## config.mk

```make
export PLATFORM = sky130hd
export DESIGN_NAME = zero_byte_suppression_codec_unit
export DESIGN_NICKNAME = d
export VERILOG_FILES = /design/src/rtl/zbs_pkg.sv /design/src/rtl/zbs_front.sv /design/src/rtl/zbs_queue.sv /design/src/rtl/zbs_back.sv /design/src/rtl/zero_byte_suppression_codec_unit.sv
export SDC_FILE = /design/constraint.sdc
export NUM_CORES = 1
export LEC_CHECK = 0
export BUFFER_PORTS_ARGS = -buffer_cell sky130_fd_sc_hd__buf_2
export CAP_MARGIN = 20
export CORE_UTILIZATION = 57
export DETAILED_ROUTE_END_ITERATION = 12
export PLACE_DENSITY = 0.85
export REMOVE_ABC_BUFFERS = 1
export SLEW_MARGIN = 5
export SYNTH_ARGS = -nofsm -noshare
export SYNTH_HDL_FRONTEND = slang
export SYNTH_SLANG_ARGS = --single-unit
```

## constraint.sdc

```tcl
create_clock -name clock -period 12.6 [get_ports clock]
set_input_delay 0.63 -clock clock [delete_from_list [all_inputs] [get_ports clock]]
set_output_delay 0.63 -clock clock [all_outputs]
set_load 0.01 [all_outputs]
```

## src/rtl/zbs_pkg.sv

```systemverilog
`default_nettype none

package zbs_pkg;

   localparam int GROUP_SIZE = 8;
   localparam int IDX_W = $clog2(GROUP_SIZE);
   localparam int CNT_W = IDX_W + 1;
   localparam int QUEUE_DEPTH_DEFAULT = 2;

   localparam logic [7:0] TOP_BIT = 8'h80;

   localparam int CSR_INDEX_W = 1;
   localparam int CSR_DATA_W = 8;
   localparam logic [CSR_INDEX_W-1:0] CSR_DIRECTION       = 1'b0;
   localparam logic [CSR_INDEX_W-1:0] CSR_SUPPRESSED_BYTE = 1'b1;

   localparam logic DIR_ENCODE = 1'b0;
   localparam logic DIR_DECODE = 1'b1;

   typedef struct packed {
      logic [7:0] data_byte;
      logic       stream_last;
   } req_type;

   typedef struct packed {
      logic [7:0] out_byte;
      logic       run_last;
      logic       stream_end;
   } rsp_type;

   // one queued job: optional head byte, then body bytes or repeated markers
   typedef struct packed {
      logic [7:0]                  head_byte;
      logic                        head_valid;
      logic [GROUP_SIZE-1:0][7:0]  body;
      logic [CNT_W-1:0]            body_count;
      logic                        body_marker;
      logic                        stream_last;
   } cmd_type;

   function automatic logic [CNT_W-1:0] lead_ones(input logic [GROUP_SIZE-1:0] v);
      logic [CNT_W-1:0] n;
      logic             run;
      n   = '0;
      run = 1'b1;
      for (int i = GROUP_SIZE - 1; i >= 0; i--) begin
         if (run && v[i]) begin
            n = n + CNT_W'(1);
         end else begin
            run = 1'b0;
         end
      end
      return n;
   endfunction

   function automatic logic [CNT_W-1:0] count_ones(input logic [GROUP_SIZE-1:0] v);
      logic [CNT_W-1:0] n;
      n = '0;
      for (int i = 0; i < GROUP_SIZE; i++) begin
         n = n + CNT_W'(v[i]);
      end
      return n;
   endfunction

endpackage

`default_nettype wire

```

## src/rtl/zbs_front.sv

```systemverilog
`default_nettype none

module zbs_front import zbs_pkg::*; (
   input  wire logic       clock,
   input  wire logic       reset,
   input  wire logic       clear,
   input  wire logic       direction,
   input  wire logic [7:0] suppressed_byte,
   input  wire logic       accept,
   input  wire req_type    req_data,
   output logic            push,
   output cmd_type         push_cmd
);

   logic [GROUP_SIZE-1:0]      flag_ff, flag_in;
   logic [CNT_W-1:0]           pos_ff, pos_in;
   logic [CNT_W-1:0]           kept_ff, kept_in;
   logic                       awaiting_ff, awaiting_in;
   logic [GROUP_SIZE-1:0][7:0] group_ff, group_in;

   logic                  match;
   logic [GROUP_SIZE-1:0] enc_flag;
   logic [CNT_W-1:0]      enc_pos;
   logic [GROUP_SIZE-1:0] dec_flag;
   logic [CNT_W-1:0]      dec_pos;
   logic                  has_data;
   logic [CNT_W-1:0]      lead;
   logic [CNT_W-1:0]      markers;
   logic [GROUP_SIZE-1:0] dec_flag_rest;
   logic [CNT_W-1:0]      dec_pos_rest;
   logic                  done;

   always_comb begin
      flag_in     = flag_ff;
      pos_in      = pos_ff;
      kept_in     = kept_ff;
      awaiting_in = awaiting_ff;
      group_in    = group_ff;
      push        = 1'b0;
      push_cmd    = '0;
      done        = 1'b0;

      match    = req_data.data_byte == suppressed_byte;
      enc_flag = flag_ff | (match ? (TOP_BIT >> pos_ff[IDX_W-1:0]) : '0);
      enc_pos  = pos_ff + CNT_W'(1);

      if (awaiting_ff) begin
         dec_flag = req_data.data_byte;
         dec_pos  = '0;
         has_data = 1'b0;
      end else begin
         dec_flag = flag_ff << 1;
         dec_pos  = pos_ff + CNT_W'(1);
         has_data = 1'b1;
      end
      lead          = lead_ones(dec_flag);
      markers       = req_data.stream_last ? count_ones(dec_flag) : lead;
      dec_flag_rest = dec_flag << lead;
      dec_pos_rest  = dec_pos + lead;

      if (accept) begin
         if (direction == DIR_ENCODE) begin
            if (!match) begin
               group_in[kept_ff[IDX_W-1:0]] = req_data.data_byte;
               kept_in = kept_ff + CNT_W'(1);
            end
            flag_in = enc_flag;
            pos_in  = enc_pos;
            done    = (enc_pos >= CNT_W'(GROUP_SIZE)) || req_data.stream_last;
            if (done) begin
               push                 = 1'b1;
               push_cmd.head_byte   = enc_flag;
               push_cmd.head_valid  = 1'b1;
               push_cmd.body        = group_in;
               push_cmd.body_count  = kept_in;
               push_cmd.body_marker = 1'b0;
               push_cmd.stream_last = req_data.stream_last;
            end
         end else begin
            push                 = has_data || (markers != '0);
            push_cmd.head_byte   = req_data.data_byte;
            push_cmd.head_valid  = has_data;
            push_cmd.body_count  = markers;
            push_cmd.body_marker = 1'b1;
            push_cmd.stream_last = req_data.stream_last;
            flag_in     = dec_flag_rest;
            pos_in      = dec_pos_rest;
            awaiting_in = 1'b0;
            done        = (dec_pos_rest >= CNT_W'(GROUP_SIZE)) || req_data.stream_last;
         end
         if (done) begin
            flag_in     = '0;
            pos_in      = '0;
            kept_in     = '0;
            awaiting_in = 1'b1;
         end
      end

      if (clear) begin
         flag_in     = '0;
         pos_in      = '0;
         kept_in     = '0;
         awaiting_in = 1'b1;
      end
   end

   always_ff @(posedge clock) begin
      if (reset) begin
         flag_ff     <= '0;
         pos_ff      <= '0;
         kept_ff     <= '0;
         awaiting_ff <= 1'b1;
      end else begin
         flag_ff     <= flag_in;
         pos_ff      <= pos_in;
         kept_ff     <= kept_in;
         awaiting_ff <= awaiting_in;
      end
   end

   always_ff @(posedge clock) begin
      group_ff <= group_in;
   end

endmodule

`default_nettype wire

```

## src/rtl/zbs_queue.sv

```systemverilog
`default_nettype none

module zbs_queue import zbs_pkg::*; #(
   parameter int DEPTH = QUEUE_DEPTH_DEFAULT
) (
   input  wire logic    clock,
   input  wire logic    reset,
   input  wire logic    push,
   input  wire cmd_type push_cmd,
   input  wire logic    pop,
   output logic         full,
   output logic         head_valid,
   output cmd_type      head_cmd
);

   localparam int PTR_W   = (DEPTH > 1) ? $clog2(DEPTH) : 1;
   localparam int COUNT_W = $clog2(DEPTH + 1);

   cmd_type            entry_ff [DEPTH];
   logic [PTR_W-1:0]   wr_ptr_ff, wr_ptr_in;
   logic [PTR_W-1:0]   rd_ptr_ff, rd_ptr_in;
   logic [COUNT_W-1:0] count_ff, count_in;

   assign full       = count_ff == COUNT_W'(DEPTH);
   assign head_valid = count_ff != '0;
   assign head_cmd   = entry_ff[rd_ptr_ff];

   always_comb begin
      wr_ptr_in = wr_ptr_ff;
      rd_ptr_in = rd_ptr_ff;
      count_in  = count_ff;
      if (push) begin
         wr_ptr_in = (wr_ptr_ff == PTR_W'(DEPTH - 1)) ? '0 : wr_ptr_ff + PTR_W'(1);
      end
      if (pop) begin
         rd_ptr_in = (rd_ptr_ff == PTR_W'(DEPTH - 1)) ? '0 : rd_ptr_ff + PTR_W'(1);
      end
      if (push && !pop) begin
         count_in = count_ff + COUNT_W'(1);
      end else if (pop && !push) begin
         count_in = count_ff - COUNT_W'(1);
      end
   end

   always_ff @(posedge clock) begin
      if (reset) begin
         wr_ptr_ff <= '0;
         rd_ptr_ff <= '0;
         count_ff  <= '0;
      end else begin
         wr_ptr_ff <= wr_ptr_in;
         rd_ptr_ff <= rd_ptr_in;
         count_ff  <= count_in;
      end
   end

   always_ff @(posedge clock) begin
      if (push) begin
         entry_ff[wr_ptr_ff] <= push_cmd;
      end
   end

endmodule

`default_nettype wire

```

## src/rtl/zbs_back.sv

```systemverilog
`default_nettype none

module zbs_back import zbs_pkg::*; (
   input  wire logic       clock,
   input  wire logic       reset,
   input  wire logic [7:0] suppressed_byte,
   input  wire logic       cmd_valid,
   input  wire cmd_type    cmd,
   output logic            pop,
   output logic            rsp_valid,
   output rsp_type         rsp_data,
   input  wire logic       rsp_stall
);

   logic [CNT_W-1:0] step_ff, step_in;
   logic             rsp_valid_ff, rsp_valid_in;
   rsp_type          rsp_data_ff, rsp_data_in;

   logic             load;
   logic             emit;
   logic [CNT_W-1:0] total;
   logic [CNT_W-1:0] body_idx;
   logic             final_step;
   logic [7:0]       out_byte;

   assign rsp_valid = rsp_valid_ff;
   assign rsp_data  = rsp_data_ff;

   always_comb begin
      load       = !rsp_valid_ff || !rsp_stall;
      emit       = cmd_valid && load;
      total      = cmd.body_count + CNT_W'(cmd.head_valid);
      final_step = step_ff == (total - CNT_W'(1));
      body_idx   = step_ff - CNT_W'(cmd.head_valid);
      if (cmd.head_valid && step_ff == '0) begin
         out_byte = cmd.head_byte;
      end else if (cmd.body_marker) begin
         out_byte = suppressed_byte;
      end else begin
         out_byte = cmd.body[body_idx[IDX_W-1:0]];
      end

      pop          = emit && final_step;
      step_in      = step_ff;
      rsp_valid_in = rsp_valid_ff;
      rsp_data_in  = rsp_data_ff;
      if (load) begin
         rsp_valid_in = emit;
      end
      if (emit) begin
         rsp_data_in.out_byte   = out_byte;
         rsp_data_in.run_last   = final_step;
         rsp_data_in.stream_end = final_step && cmd.stream_last;
         step_in = final_step ? '0 : step_ff + CNT_W'(1);
      end
   end

   always_ff @(posedge clock) begin
      if (reset) begin
         step_ff      <= '0;
         rsp_valid_ff <= 1'b0;
      end else begin
         step_ff      <= step_in;
         rsp_valid_ff <= rsp_valid_in;
      end
   end

   always_ff @(posedge clock) begin
      rsp_data_ff <= rsp_data_in;
   end

endmodule

`default_nettype wire

```

## src/rtl/zero_byte_suppression_codec_unit.sv

```systemverilog
// path: the first result of an item is held in a job queue entry, then in the output register
// throughput: one input byte per cycle while the job queue has room; one result per cycle
// out while rsp_stall is low, and an item can cause up to nine results
// reset: synchronous, clears queue, group state and output valid; encode mode, marker zero
`default_nettype none

module zero_byte_suppression_codec_unit import zbs_pkg::*; #(
   parameter int QUEUE_DEPTH = QUEUE_DEPTH_DEFAULT
) (
   input  wire logic                   clock,
   input  wire logic                   reset,
   input  wire logic                   req_valid,
   output logic                        req_stall,
   input  wire req_type                req_data,
   output logic                        rsp_valid,
   input  wire logic                   rsp_stall,
   output rsp_type                     rsp_data,
   input  wire logic                   csr_write_en,
   input  wire logic [CSR_INDEX_W-1:0] csr_index,
   input  wire logic [CSR_DATA_W-1:0]  csr_wdata
);

   logic       direction_ff, direction_in;
   logic [7:0] suppressed_byte_ff, suppressed_byte_in;
   logic       clear;

   logic    accept;
   logic    push;
   cmd_type push_cmd;
   logic    pop;
   logic    full;
   logic    head_valid;
   cmd_type head_cmd;

   always_comb begin
      direction_in       = direction_ff;
      suppressed_byte_in = suppressed_byte_ff;
      clear              = 1'b0;
      if (csr_write_en) begin
         case (csr_index)
            CSR_DIRECTION: begin
               direction_in = csr_wdata[0];
               clear        = 1'b1;
            end
            CSR_SUPPRESSED_BYTE: begin
               suppressed_byte_in = csr_wdata[7:0];
            end
            default: begin
               direction_in = direction_ff;
            end
         endcase
      end
   end

   always_ff @(posedge clock) begin
      if (reset) begin
         direction_ff       <= DIR_ENCODE;
         suppressed_byte_ff <= '0;
      end else begin
         direction_ff       <= direction_in;
         suppressed_byte_ff <= suppressed_byte_in;
      end
   end

   assign req_stall = full;
   assign accept    = req_valid && !full;

   zbs_front u_front (
      .clock           (clock),
      .reset           (reset),
      .clear           (clear),
      .direction       (direction_ff),
      .suppressed_byte (suppressed_byte_ff),
      .accept          (accept),
      .req_data        (req_data),
      .push            (push),
      .push_cmd        (push_cmd)
   );

   zbs_queue #(
      .DEPTH (QUEUE_DEPTH)
   ) u_queue (
      .clock      (clock),
      .reset      (reset),
      .push       (push),
      .push_cmd   (push_cmd),
      .pop        (pop),
      .full       (full),
      .head_valid (head_valid),
      .head_cmd   (head_cmd)
   );

   zbs_back u_back (
      .clock           (clock),
      .reset           (reset),
      .suppressed_byte (suppressed_byte_ff),
      .cmd_valid       (head_valid),
      .cmd             (head_cmd),
      .pop             (pop),
      .rsp_valid       (rsp_valid),
      .rsp_data        (rsp_data),
      .rsp_stall       (rsp_stall)
   );

endmodule

`default_nettype wire

```

Yosys cells after proc, flatten, opt, wreduce, memory -nomap -nowiden
Memory sizes are Yosys's and may differ from the RTL's. A register that Yosys moved wholly into a read port is not among the register bits. Cells that the tools add are included.

Multiplexer cells: 58. Bitwise logic cells: 3. Reductions and logical operators: 35. Shift operators: 2. $add $sub $neg: 25. Equality and inequality tests: 4. Order comparisons: 5.

Operators by type and width (number): $mux 79 (2); $mux 64 (2); $bwmux 64 (1); $mux 8 (8); $mux 4 (15); $add 4x1->4 const B (9); $add 4x1->4 (7); $bmux 8 s3 (1); $demux 8 s3 (1); $mux 1 (24); $logic_and 1x1->1 (15); $reduce_and 2->1 (5); $mux 9 (1); $eq 8x8->1 (1); $ge 4x4->1 const B (2); $lt 3x4->1 const B (2); $or 8x8->8 (1); $shl 8x4->8 (1); $shr 8x3->8 const A (1); $mux 6 (1); $reduce_bool 2->1 (3); $logic_not 1->1 (5); $add 4x4->4 (1); $eq 4x4->1 (1); 16 further kinds (22).

Output and inout port bits: 12. Memory bits (writable): 158. Input port bits: 23. Word-level logic and storage cells: 155. Bits in registers: 109. Memories kept: 1.

Memory list: u_queue.entry_ff (words 2, bits a word 79, rd ports 1, clocked after memory_dff 1, write ports 1, line zbs_queue.sv:19) `cmd_type entry_ff [DEPTH];`.

Logic depth before layout (Yosys ltp)
Depth in word-level cells: 25. Depth in mapped cells: 30. Depth with buffers taken out: 28.

Hierarchy
A second synthesis with hierarchy kept.

Cells, all modules: 1000. Area total of the unflattened synthesis: 13436.6 um2.

Modules (own cells, without submodules): zbs_queue (cells an instance 268, area each 5943.2 um2, times used 1, seq. area each 4844.6 um2); zbs_front (cells an instance 543, area each 5632.9 um2, times used 1, seq. area each 2262.2 um2); zbs_back (cells an instance 146, area each 1427.6 um2, times used 1, seq. area each 400.4 um2); zero_byte_suppression_codec_unit (cells an instance 43, area each 432.9 um2, times used 1, seq. area each 180.2 um2).

Worst setup path after synthesis
No wires, ideal clock.

Kind: in2reg. Start point: input port req_data[6] (netlist name). End point: memory u_queue.entry_ff[0][0] (netlist name), enable pin. Setup time: 0.526 ns. Arrival: 8.813 ns. Required time: 12.074 ns. Cell stages on the path: 24. Path buffers: 1. Setup slack: 3.261 ns. Path through: clkbuf_1 > inv_1 > a311oi_2 > ha_1 > a21oi_1 > nor2_1 > ha_1 > mux2i_1 > a21oi_1 > ha_1 > a21oi_1 > a21oi_1 > ha_1 > mux2i_1 > mux2_2 > a21oi_1 > ha_1 > nand2_1 > o32a_1 > a211oi_2 > mux2i_1 > o32a_1 > o31a_1 > nor2b_1.

Word-level cells in the longest chain between the ends: 20. Elaborated cells on any way between the ends: 33. Classes of those cells: add/sub (8); mux (17); reduce/logical (8).

Ends and longest elaborated chain: start, declared (line zero_byte_suppression_codec_unit.sv:14) `input wire req_type req_data,`; $mux 8 (*) (line zbs_front.sv:47) `if (awaiting_ff) begin`; $logic_and 1x1->1 (line zbs_pkg.sv:47) `if (run && v[i]) begin`; $mux 4 / $mux 1 (equally long branches) (line zbs_pkg.sv:47); $add 4x1->4 / $logic_and 1x1->1 (equally long branches) (line zbs_pkg.sv:48, zbs_pkg.sv:47); $mux 4 / $mux 1 (equally long branches) (line zbs_pkg.sv:47); $add 4x1->4 / $logic_and 1x1->1 (equally long branches) (line zbs_pkg.sv:48, zbs_pkg.sv:47); $mux 4 / $mux 1 (equally long branches) (line zbs_pkg.sv:47); $add 4x1->4 / $logic_and 1x1->1 (equally long branches) (line zbs_pkg.sv:48, zbs_pkg.sv:47); (+5 left out); $mux 4 (*) (line zbs_front.sv:57) `markers = req_data.stream_last ? count_ones(dec_flag) : lead;`; $reduce_bool 4->1 (*) (line zbs_front.sv:80) `push = has_data || (markers != '0);`; $logic_or 1x1->1 (*) (line zbs_front.sv:80); $mux 1 (*) (line zbs_front.sv:62) `if (direction == DIR_ENCODE) begin`; $mux 1 (*) (line zbs_front.sv:61) `if (accept) begin`; net push (line zero_byte_suppression_codec_unit.sv:28) `logic push;`; $mux 1 (*) (line zbs_queue.sv:58) `if (push) begin`; $mux 1 (not written as such) (*) (line zbs_queue.sv:59) `entry_ff[wr_ptr_ff] <= push_cmd;`; end, declared (line zbs_queue.sv:19).

The timed path passes the listed nets; every way through them passes the cells marked *.

Worst setup path in the final report
Start point: register u_front.awaiting_ff. End point: register u_front.flag_ff[3].

Word-level cells in the longest chain between the ends: 22. Elaborated cells on any way between the ends: 39. Classes of those cells: add/sub (8); order compare (1); shift (1); mux (21); reduce/logical (8).

Ends and longest elaborated chain: start, declared (line zbs_front.sv:18) `logic awaiting_ff, awaiting_in;`; start signal, assigned (line zbs_front.sv:117) `awaiting_ff <= awaiting_in;`; $mux 8 (line zbs_front.sv:47); $mux 1 (line zbs_pkg.sv:47); $add 1x1->2 / $logic_and 1x1->1 (equally long branches) (line zbs_pkg.sv:48, zbs_pkg.sv:47); $mux 4 / $mux 1 (equally long branches) (line zbs_pkg.sv:47); $add 4x1->4 / $logic_and 1x1->1 (equally long branches) (line zbs_pkg.sv:48, zbs_pkg.sv:47); $mux 4 / $mux 1 (equally long branches) (line zbs_pkg.sv:47); $add 4x1->4 / $logic_and 1x1->1 (equally long branches) (line zbs_pkg.sv:48, zbs_pkg.sv:47); $mux 4 / $mux 1 (equally long branches) (line zbs_pkg.sv:47); (+6 left out); $add 4x1->4 / $logic_and 1x1->1 (equally long branches) (line zbs_pkg.sv:48, zbs_pkg.sv:47); $mux 4 (line zbs_pkg.sv:47); $add 4x4->4 (line zbs_front.sv:59) `dec_pos_rest = dec_pos + lead;`; $ge 4x4->1 (line zbs_front.sv:89) `done = (dec_pos_rest >= CNT_W'(GROUP_SIZE)) || req_data.stream_last;`; $logic_or 1x1->1 (line zbs_front.sv:89); $mux 1 (line zbs_front.sv:62); $mux 1 (line zbs_front.sv:61); $mux 8 (*) (line zbs_front.sv:91) `if (done) begin`; end signal, assigned (line zbs_front.sv:114) `flag_ff <= flag_in;`; end, declared (line zbs_front.sv:15) `logic [GROUP_SIZE-1:0] flag_ff, flag_in;`.

Every way passes the cells marked *; elsewhere a longest branch is shown, timed or not. The select of a mux whose other input is x is not followed. A chain may end at the register's enable or synchronous reset.

==> results by group <==
Synthesis
  – Library cells used by synthesis: slightly below 70
  – Synth top area cells: edfxtp_1, mux4_2, mux2_2
  – Top cell type's share of synthesized area: 0.539
  – Area leader, netlist: edfxtp_1
  – Synthesized area: approximately 13000 µm²
  – Ys Warns: 0
  – Synth top cells by count: edfxtp_1, nor2b_1, mux2_2
  – Number of synthesized register bits: approximately 270
  – Number of flops mapped to enable cells by yosys: ~230
  – Avg Inst Size Synth: 13.9 µm²
  – Ys flop type: edfxtp_1
  – Post-synthesis sequential area ratio: 0.595
  – Post-synth ARST share: 0
  – Cell count after synthesis: around 930
  – Most common cell in the netlist: edfxtp_1

Routing
  – Vias/cell: 6.35
  – First-pass DRT Iterations: 9
  – Starting DRC count in detailed routing: approximately 740
  – Routed Wire Length: 28.5 mm
  – Vias after detailed routing: ~8000
  – WL per Instance: 22.6 µm
  – Antenna-violating nets left: 0
  – # DRC: 4

Power
  – Power share of the clock group: 0.350
  – Sw Ratio: 0.266
  – Max VDD drop: between 0.1 and 0.15 mV
  – Cell Pwr Density: ~170 nW/µm²
  – Reg power frac: 0.459
  – Sw power: 0.636 mW
  – LEAKAGE: ~5.0 nW
  – Total power: about 2.4 mW
  – Logic pwr share: 0.191
  – Int Power: roughly 1.8 mW

Final layout
  – Post-route cell area: ~14000 µm²
  – Area grow syn2layout: 10.7%
  – Layout cells sized above 1: 0.224
  – Inserted Diodes: 0
  – Post-layout util: 0.649
  – Register area: between 7000 and 8000 µm²
  – Area of the multi-input gates: about 5000 µm²
  – Fillcell total: 1501
  – # nets final: roughly 1000

STA
  – Worst relative slew slack: 0.231
  – Slew Limit Fails: 0
  – RSZ-0062 raised after global routing: false
  – Final Hold Vio Count: 0
  – Clock Skew: 0.0127 ns
  – FMAX: between 100 and 150 MHz
  – Final worst-path cycle share: 0.609
  – Worst slew pin tran: around 1.1 ns
  – Tmin final: between 7 and 8 ns
  – Setup TNS: 0 ns
  – Final setup fails: 0

Clock network
  – H-tree levels: 1
  – CTS tree: built
  – TritonCTS Buffers: 27
  – Clock Path Buffers: 3
  – Reg clk slew, reported paths: about 0.06 ns
  – Clock Latency Late Sink: ~0.55 ns
  – Post-CTS setup buffers: 0
  – Hold-fix buffers, CTS: 0
  – Root buf cell: clkbuf_16
  – Post-CTS Resized: 0
  – Clock Sinks: between 200 and 300

Setup path
  – CP max stage cell: a311oi_2
  – Reg-to-reg startpoint: u_front.awaiting_ff
  – CP required: between 10 and 15 ns
  – Setup crit start kind: register
  – Max FO, Critical Path: 29
  – Reg-to-reg endpoint: u_front.flag_ff[3]
  – Largest stage delay, worst path: approximately 0.62 ns
  – Reg2reg path depth: 28
  – WP data arrival: between 8 and 9 ns
  – Crit path kind: reg -> reg
  – Most frequent CP cell: a21oi_1
  – Worst Setup End Kind: register
  – R2R Setup Slk: between 4 and 5 ns

Floorplanning
  – Die footprint: around 23000 µm²
  – Num ports: 35
  – Starting Density: 0.586
  – Core region area: approximately 22000 µm²
  – Die width: ~150 µm
  – Die H: ~150 µm
  – Site Rows: 54

GRT
  – Grt ovf: 0
  – Overall Global Routing Usage: 0.250
  – Largest net degree at the start of global routing: 80
  – Initial antenna violation count: 0
  – Vias in the first global route: approximately 8000
  – Global-route wire length before repair: 44.7 mm

Placed design
  – Post-DP HPWL: between 15 and 20 mm
  – I/O Buffers: 34
  – Post-Place Cell Area: 13300 µm²
  – Placer Congestion: roughly 0.94

Worst hold path
  – Hold Crit Start: csr_wdata[3]
  – Hold path endpoint: suppressed_byte_ff[3]
  – Hold path depth: 3
  – Hold Crit Class: in -> reg

Job
  – Max cap viols: 0

Outcome
  – Outcome: finished with violations
  – Violated checks: design-rule violations
==> per-stage QoR <==
step                      hold slack, ns  setup slack, ns  cells
after floorplan                    0.426             3.16    882
after global placement             0.440             5.00   1207
after detailed placement           0.463             4.75   1207
after CTS                          0.322             5.00   1257
after global routing               0.339             4.29   1258
final                              0.336             4.93   1258
==> layer usage <==
metal | track usage | vias to the layer above | part of all wire
met3 | 0.0407 | 80 | 0.073
met4 | 0.101 | 0 | 0.037
li1 | - | 3587 | -
met1 | 0.328 | 3952 | 0.41
met2 | 0.417 | 366 | 0.48
met5 | 0 | - | 0
==> registers in the layout, indices dropped and copies added (netlist names), named ones only <==
register             flops
u_queue.entry_ff       158
u_front.group_ff        64
u_back.rsp_data         10
suppressed_byte_ff       8
u_front.flag_ff          8
u_back.step_ff           4
u_front.kept_ff          4
u_front.pos_ff           4
u_queue.count_ff         2
direction_ff             1
u_back.rsp_valid         1
u_front.awaiting_ff      1
u_queue.rd_ptr_ff        1
u_queue.wr_ptr_ff        1
==> cell type report <==
cell class | count | share of cell area
Clock buffer | 38 | 0.0544
Inverter | 27 | 0.00709
Timing Repair Buffer | 46 | 0.0185
Multi-Input combinational cell | 587 | 0.347
Clock inverter | 12 | 0.0110
Tap cell | 280 | 0.0245
Sequential cell | 268 | 0.538
==> layout by cell type, fill, tap and decap left out, types with 3 or more instances in the layout <==
cell type	count
and3_1	7
inv_1	25
nor3b_1	3
o22ai_1	5
xnor2_1	16
nor2_1	43
clkbuf_16	27
dfxtp_1	35
clkbuf_1	5
or3_1	3
o21ai_0	22
buf_4	11
edfxtp_1	232
ha_1	25
a21o_1	4
mux2i_1	29
mux4_2	40
a221oi_1	3
nand2_1	51
o21ai_1	3
buf_2	34
fa_1	5
nand2b_1	5
nand3_1	21
nand3b_1	6
mux2_2	68
clkbuf_8	6
bufinv_16	3
nand4_1	3
a211oi_1	16
nor2b_1	78
a41oi_1	3
a21oi_1	49
xor2_1	12
clkinv_2	3
nor4_1	4
and2_1	4
nor3_1	4
a211o_1	3
==> power by group through the flow <==
stage / combinational [mW] / sequential [mW] / clock (mW)
after floorplan: 0.306 / 1.12 / 0
after global placement: 0.441 / 1.11 / 0
after detailed placement: 0.452 / 1.12 / 0
after CTS: 0.457 / 1.10 / 0.845
after global routing: 0.491 / 1.11 / 0.877
final: 0.457 / 1.10 / 0.837
==> critical path: cells and delay by family, from the launching register on <==
| family | cells | cell delay (ns) |
|---|---|---|
| compound gates | 12 | 2.83 |
| fa+ha+maj | 6 | 1.85 |
| mux | 5 | 1.39 |
| simple gates | 4 | 0.84 |
| flops | 1 | 0.31 |
| buf+inv | 1 | 0.31 |
==> how the worst max path moves through the flow <==
stage,startpoint,end,depth (start not counted)
after floorplan,u_front.awaiting_ff,u_queue.entry_ff[0][0],23
after global placement,req_data[8],u_front.flag_ff[3],28
after detailed placement,req_data[8],u_front.flag_ff[3],28
after CTS,u_front.awaiting_ff,u_front.flag_ff[4],28
after global routing,u_front.awaiting_ff,u_front.flag_ff[4],28
final,u_front.awaiting_ff,u_front.flag_ff[3],28
==> logic make-up (layout without fill, tap and decap cells) <==
| group | count (synthesis) | after routing | synth area share |
|---|---|---|---|
| multiplexers | 140 | 140 | 0.155 |
| adder cells (fa/ha/maj) | 30 | 30 | 0.0320 |
| AO/OA/AOI/OAI | 140 | 140 | 0.0723 |
| buffers and inverters | 74 | 123 | 0.0227 |
| XOR/XNOR | 28 | 28 | 0.0190 |
| flip-flops | 268 | 268 | 0.595 |
| AND/OR/NAND/NOR | 249 | 249 | 0.103 |
(Power assumes the default switching activity.)
